--- src/design/rgb_convolution_3x3_unit_assert.svh ---
// ----------------------------------------------------------------------------
// RGB 3x3 convolution: assertion macros
// Concurrent checks clocked on clk and disabled while rst_n is low.
// ----------------------------------------------------------------------------
`ifndef RGB_CONVOLUTION_3X3_UNIT_ASSERT_SVH
`define RGB_CONVOLUTION_3X3_UNIT_ASSERT_SVH

// same-cycle implication
`define RGBCONV_ASSERT_IMPL(lbl, ante, cons, msg) \
  lbl: assert property (@(posedge clk) disable iff (!rst_n) (ante) |-> (cons)) \
    else $error(msg);

// implication that starts in the next cycle
`define RGBCONV_ASSERT_NEXT(lbl, ante, cons, msg) \
  lbl: assert property (@(posedge clk) disable iff (!rst_n) (ante) |=> (cons)) \
    else $error(msg);

`endif

--- src/design/rgbconv_pkg.sv ---
// ----------------------------------------------------------------------------
// RGB 3x3 convolution package
// Sizes, register codes, payload and pipeline types shared by the block.
// ----------------------------------------------------------------------------
package rgbconv_pkg;

  localparam int MAX_WIDTH      = 2048;
  localparam int COEF_FRAC_BITS = 4;
  localparam int COL_W          = $clog2(MAX_WIDTH);
  localparam int ROW_W          = 16;
  localparam int POSX_W         = 11;
  localparam int CH_W           = 8;
  localparam int PIX_W          = 3 * CH_W;
  localparam int WREG_W         = 12;
  localparam int HREG_W         = 16;
  localparam int CFG_W          = 24;
  localparam int CFG_IDX_W      = 3;

  // products, row sums and window sums
  localparam int PROD_W = 17;
  localparam int RSUM_W = 19;
  localparam int SUM_W  = 21;

  // result queue
  localparam int QDEPTH  = 8;
  localparam int QADDR_W = $clog2(QDEPTH);
  localparam int QCNT_W  = $clog2(QDEPTH + 1);

  // register indexes
  localparam logic [CFG_IDX_W-1:0] REG_KROW_TOP = 3'd0;
  localparam logic [CFG_IDX_W-1:0] REG_KROW_MID = 3'd1;
  localparam logic [CFG_IDX_W-1:0] REG_KROW_BOT = 3'd2;
  localparam logic [CFG_IDX_W-1:0] REG_WIDTH    = 3'd3;
  localparam logic [CFG_IDX_W-1:0] REG_HEIGHT   = 3'd4;

  localparam logic [CFG_W-1:0]  RST_KROW_TOP = 24'h000000;
  localparam logic [CFG_W-1:0]  RST_KROW_MID = 24'h001000;
  localparam logic [CFG_W-1:0]  RST_KROW_BOT = 24'h000000;
  localparam logic [WREG_W-1:0] RST_WIDTH    = 12'd640;
  localparam logic [HREG_W-1:0] RST_HEIGHT   = 16'd480;

  typedef struct packed {
    logic            frame_start;
    logic [CH_W-1:0] red_in;
    logic [CH_W-1:0] green_in;
    logic [CH_W-1:0] blue_in;
  } in_t;

  typedef struct packed {
    logic [POSX_W-1:0] pos_x;
    logic [ROW_W-1:0]  pos_y;
    logic [CH_W-1:0]   red_out;
    logic [CH_W-1:0]   green_out;
    logic [CH_W-1:0]   blue_out;
    logic              run_last;
    logic              frame_done;
  } out_t;

  // per-pixel control carried down the pipeline
  typedef struct packed {
    logic             has_filt;
    logic             has_pass;
    logic             fdone;
    logic [COL_W-1:0] x;
    logic [ROW_W-1:0] y;
    logic [PIX_W-1:0] pix;
  } ctl_t;

  // one queue entry holds all results of one input pixel
  typedef struct packed {
    logic has_filt;
    logic has_pass;
    out_t filt;
    out_t pass;
  } qent_t;

endpackage

--- src/design/rgbconv_outq.sv ---
// ----------------------------------------------------------------------------
// RGB 3x3 convolution: result queue
// Stores one entry per pixel with up to two results and hands them out one
// transfer at a time, filtered result first.
// ----------------------------------------------------------------------------
module rgbconv_outq (
  input  logic                             clk,
  input  logic                             rst_n,
  input  logic                             push,
  input  rgbconv_pkg::qent_t               push_data,
  output logic                             out_valid,
  input  logic                             out_ready,
  output rgbconv_pkg::out_t                out_data,
  output logic [rgbconv_pkg::QCNT_W-1:0]   count
);
  import rgbconv_pkg::*;

  qent_t              mem_r [QDEPTH];
  logic [QADDR_W-1:0] wr_ptr_r, rd_ptr_r;
  logic [QCNT_W-1:0]  count_r;
  logic               sub_r;
  qent_t              cur;
  logic               two, xfer, pop;

  assign cur       = mem_r[rd_ptr_r];
  assign two       = cur.has_filt && cur.has_pass;
  assign out_valid = (count_r != '0);
  assign out_data  = (cur.has_filt && !sub_r) ? cur.filt : cur.pass;
  assign xfer      = out_valid && out_ready;
  assign pop       = xfer && (!two || sub_r);
  assign count     = count_r;

  always_ff @(posedge clk) begin
    if (push) begin
      mem_r[wr_ptr_r] <= push_data;
    end
  end

  always_ff @(posedge clk) begin
    if (!rst_n) begin
      wr_ptr_r <= '0;
      rd_ptr_r <= '0;
      count_r  <= '0;
      sub_r    <= 1'b0;
    end else begin
      if (push) begin
        wr_ptr_r <= (wr_ptr_r == QADDR_W'(QDEPTH - 1)) ? '0 : wr_ptr_r + QADDR_W'(1);
      end
      if (pop) begin
        rd_ptr_r <= (rd_ptr_r == QADDR_W'(QDEPTH - 1)) ? '0 : rd_ptr_r + QADDR_W'(1);
        sub_r    <= 1'b0;
      end else if (xfer) begin
        sub_r <= 1'b1;
      end
      count_r <= count_r + QCNT_W'(push) - QCNT_W'(pop);
    end
  end

endmodule

--- config.mk ---
export PLATFORM = sky130hd
export DESIGN_NAME = rgbconv_outq
export DESIGN_NICKNAME = d
export VERILOG_FILES = /design/src/design/rgb_convolution_3x3_unit_assert.svh /design/src/design/rgbconv_pkg.sv /design/src/design/rgbconv_outq.sv
export SDC_FILE = /design/constraint.sdc
export NUM_CORES = 1
export LEC_CHECK = 0
export BUFFER_PORTS_ARGS = -buffer_cell sky130_fd_sc_hd__buf_4
export CELL_PAD_IN_SITES_DETAIL_PLACEMENT = 2
export CELL_PAD_IN_SITES_GLOBAL_PLACEMENT = 2
export CORE_AREA = 5 5 280 282
export CTS_CLUSTER_SIZE = 16
export DETAILED_ROUTE_END_ITERATION = 12
export DIE_AREA = 0 0 285 287
export PLACE_DENSITY_LB_ADDON = 0.12
export SLEW_MARGIN = 20
export SYNTH_ARGS = -nofsm -noshare
export SYNTH_HDL_FRONTEND = slang
export SYNTH_SLANG_ARGS = --single-unit
export TNS_END_PERCENT = 20
--- constraint.sdc ---
create_clock -name clk -period 24.5 [get_ports clk]
set_clock_uncertainty 0.05 [all_clocks]
set_input_delay 2.45 -clock clk [delete_from_list [all_inputs] [get_ports clk]]
set_output_delay 2.45 -clock clk [all_outputs]
set_load 0.005 [all_outputs]
==> impl_metrics.py <==
metrics = {
    "status": {
        "outcome": "complete, no violations",
    },
    "sta": {
        "fmax_achieved_mhz": 143,
        "hold_viol_final": 0,
        "slew_worst_pin_ns": 1.10,
        "setup_repair_after_global_routing_missed_its_margin": "no",
        "report.final.slew_viol_count": 0,
        "relSlewSlack_pct": 26.6,
        "setup_violations": 0,
        "setup-tns-final_ns": 0,
        "post-route-period-util_pct": 28.4,
        "fin_crit_ns": 6.97,
    },
    "yosys": {
        "syn_avg_cell_area_um2": 24.0,
        "synth_seq_area_share_pct": 78.2,
        "yosys_warnings": 0,
        "synth_top_area_share_pct": 77.3,
        "synth_simple_gate_area_share_pct": 0.667,
        "syn-instance-count": 1397,
        "postSynth.asyncResetShare_pct": 0,
        "postSynthRegisterBits": 878,
        "number_of_flops_mapped_to_enable_cells_by_yosys": 864,
        "muxShareOfSynthArea_pct": 19.4,
        "post_synth_instance_area_um2": 33600,
        "ys.flop_type": "sky130_fd_sc_hd__edfxtp_1",
        "yosys-top-cells-area": "sky130_fd_sc_hd__edfxtp_1 77%, sky130_fd_sc_hd__mux4_2 14%, sky130_fd_sc_hd__mux2i_1 4.9%",
        "synthDominantAreaCellType": "sky130_fd_sc_hd__edfxtp_1",
        "synth_top_family_by_area": "multiplexers",
        "syn-num-nets": 1519,
        "synth-adder-area-share_pct": 0.395,
        "synth-compound-area-share_pct": 0.280,
        "netlist-cell-type-count": 35,
        "synth_xor_area_share_pct": 0.0522,
    },
    "power": {
        "leakage_power_nw": 12.2,
        "combinationalPowerShare_pct": 20.9,
        "power.clock.fraction_pct": 34.9,
        "cellPowerDensity_nw_per_um2": 100,
        "vdd_drop_max_v": 0.0000851,
        "p_seq_share_pct": 44.2,
        "power.internal_mw": 2.91,
        "p_sw_share_pct": 25.4,
        "switchingPower_uw": 991,
    },
    "clocking": {
        "cts_htree_levels": 3,
        "clock_path_buffers": 3,
        "cts_root_buffer": "sky130_fd_sc_hd__clkbuf_16",
        "insertion_delay_ns": 0.62,
        "tritoncts": "yes",
        "cts.reportedPaths.clkPinSlew_ns": 0.06,
        "cts.hold.buffers_added": 0,
        "cts_buffers": 91,
        "postCtsResizedCells": 0,
        "cts.repair_timing.setup_buffer_count": 0,
        "cts_sinks": 878,
    },
    "global_routing": {
        "track_usage_pct": 20.0,
        "vias_in_the_first_global_route": 17620,
        "global_route_wire_length_before_repair_mm": 121,
        "grt_overflow_total": 0,
        "initial_antenna_violation_count": 4,
        "grt_max_degree": 130,
    },
    "detailed_routing": {
        "drt-wirelength-per-cell_um": 30.4,
        "drtPass1Iterations": 5,
        "routed-via-count": 15156,
        "detail_route.iter0.violations": 1127,
        "detailed_route_drc_error_count": 0,
        "final_antenna_net_count": 0,
        "routed_via_density": 5.68,
        "routed_wl_mm": 81.2,
    },
    "finish": {
        "final.fill_count": 6362,
        "nNetsFinal": 1743,
        "layout.cells.non_filler": 2667,
        "drive_above_1_share_pct": 32.6,
        "areaGrowthSynthToFinish_pct": 16.0,
    },
    "critical_path": {
        "critical_path.most_common_cell": "sky130_fd_sc_hd__buf_4",
        "timing.critical_path.to_type": "output port",
        "slowest_delay_ns": 0.94,
        "cpMaxStageDelayCell": "sky130_fd_sc_hd__dfxtp_4",
        "cp_num_buf_inv": 2,
        "worst_ep_arrival_time_ns": 4.47,
        "timing.critical_path.required_ns": 22.00,
        "crit_path_max_fanout": 51,
        "path_class": "flip-flop to output port",
        "path_cells": "mux4_2, a2bb2oi_2, nand2_4, buf_4, mux2i_1, buf_4",
        "timing.critical_path.max_delay_family": "multiplexers",
        "start_kind": "flip-flop",
    },
    "job": {
        "cap_viol_max_count": 0,
    },
    "place": {
        "place.detailed.hpwl_mm": 44.6,
        "io_buffer_count": 169,
        "gpl.final_weighted_congestion": 0.669,
        "placed_cells": 2506,
    },
    "floorplan": {
        "starting_density_of_the_core_pct": 44.5,
        "floorplan.core_area_um2": 75400,
        "placement_rows": 101,
        "die_y_um": 287,
        "fp.dieArea_um2": 81800,
        "i_o_pins": 170,
        "die_width_um": 285,
    },
    "hold_path": {
        "timing.hold.worst.class": "flip-flop to flip-flop",
    },
}
[cells in the final DEF, fill, tap and decap left out, types with 6 or more instances in the layout]
cell type                   synthesis  layout
sky130_fd_sc_hd__clkbuf_16          0      95
sky130_fd_sc_hd__mux2i_1          164     164
sky130_fd_sc_hd__edfxtp_1         864     864
sky130_fd_sc_hd__mux4_2           215     215
sky130_fd_sc_hd__clkbuf_1          26      17
sky130_fd_sc_hd__clkinv_2           0      14
sky130_fd_sc_hd__and2_1             8       8
sky130_fd_sc_hd__bufinv_16          0       9
sky130_fd_sc_hd__inv_1              8       8
sky130_fd_sc_hd__nor2_4             0       6
sky130_fd_sc_hd__clkinv_1           0      20
sky130_fd_sc_hd__buf_4              6     195
sky130_fd_sc_hd__nand2_1            9       9
sky130_fd_sc_hd__ha_1               9       9
sky130_fd_sc_hd__dfxtp_1           14      11
[worst register-to-register path, stage by stage, from the launching register on]
cell and delay [ns]:
sky130_fd_sc_hd__dfxtp_4 0.77, sky130_fd_sc_hd__buf_12 0.67, sky130_fd_sc_hd__mux4_2 0.53, sky130_fd_sc_hd__mux2_4 0.32
sky130_fd_sc_hd__a31oi_2 0.27, sky130_fd_sc_hd__ha_1 0.16, sky130_fd_sc_hd__inv_1 0.04, sky130_fd_sc_hd__ha_1 0.20
sky130_fd_sc_hd__fa_1 0.41, sky130_fd_sc_hd__xor2_1 0.17, sky130_fd_sc_hd__and2_1 0.15
[final timing paths]
| check | start | end | slack [ns] | cells past startpoint |
|---|---|---|---|---|
| max reg2reg | flip-flop | count[2] | 20.67 | 10 |
| min | sub_r | sub_r | 0.42 | 2 |
| min reg2reg | sub_r | sub_r | 0.42 | 2 |
| max | flip-flop | out_data[0] | 17.53 | 6 |
[per-layer routing]
layer,vias up,routed length [um],GRT usage (%)
met1,8321,33300,26.1
met3,120,3080,3.40
met4,2,1740,4.62
met2,311,43000,35.6
li1,6402,-,-
met5,-,13,0
[registers in the layout, indices dropped and copies added, names as in the netlist, named ones only]
register,count
sub_r,1
rd_ptr_r,3
wr_ptr_r,3
count,4
mem_r,864
[metrics by stage]
stage	hold WS [ns]	instance area [um^2]	total power [mW]	worst slack, ns	util [%]
finish	0.424	38900	3.90	17.53	51.6
global route	0.473	38900	4.08	17.23	51.6
CTS	0.427	38900	3.97	17.35	51.6
detailed placement	0.420	36000	2.60	18.04	47.7
global placement	0.406	36000	2.58	18.04	47.7
floorplan	0.396	33600	2.29	13.90	-
[Yosys cell counts, types with 2 or more instances]
master / n
sky130_fd_sc_hd__mux4_2: 215
sky130_fd_sc_hd__buf_6: 3
sky130_fd_sc_hd__dfxtp_1: 14
sky130_fd_sc_hd__nand4_1: 3
sky130_fd_sc_hd__or3b_1: 2
sky130_fd_sc_hd__ha_1: 9
sky130_fd_sc_hd__and2_1: 8
sky130_fd_sc_hd__a21oi_1: 2
sky130_fd_sc_hd__buf_4: 6
sky130_fd_sc_hd__nor2_1: 9
sky130_fd_sc_hd__inv_1: 8
sky130_fd_sc_hd__edfxtp_1: 864
sky130_fd_sc_hd__xor2_1: 2
sky130_fd_sc_hd__nor3_1: 2
sky130_fd_sc_hd__nand2_1: 9
sky130_fd_sc_hd__buf_2: 31
sky130_fd_sc_hd__mux2i_1: 164
sky130_fd_sc_hd__nand2b_1: 2
sky130_fd_sc_hd__clkbuf_1: 26
sky130_fd_sc_hd__nor2b_1: 3
[logic make-up (layout without fill, tap and decap cells)]
family,after synthesis,count (layout)
mux,380,380
flops,878,878
fa+ha+maj,10,10
other cells,0,2
xor+xnor,2,2
compound gates,11,11
simple gates,42,42
buf+inv,74,364
[power groups by stage]
stage,registers (mW),logic (mW),clock network [mW]
floorplan,1.74,0.552,0
global placement,1.75,0.821,0
detailed placement,1.76,0.841,0
CTS,1.73,0.846,1.39
global route,1.73,0.884,1.47
finish,1.72,0.816,1.36
[cell type report]
cell class / count / area (um^2) / share of cell area, %
clock buffer: 112 / 2440 / 6.27
tap: 978 / 1220 / 3.14
timing repair buffer: 197 / 1500 / 3.86
sequential: 878 / 26200 / 67.4
antenna: 2 / 5.00 / 0.0129
inverter: 8 / 30.0 / 0.0772
clock inverter: 47 / 447 / 1.15
multi-input combinational: 445 / 7030 / 18.1
Power figures use the tool's default switching activity.
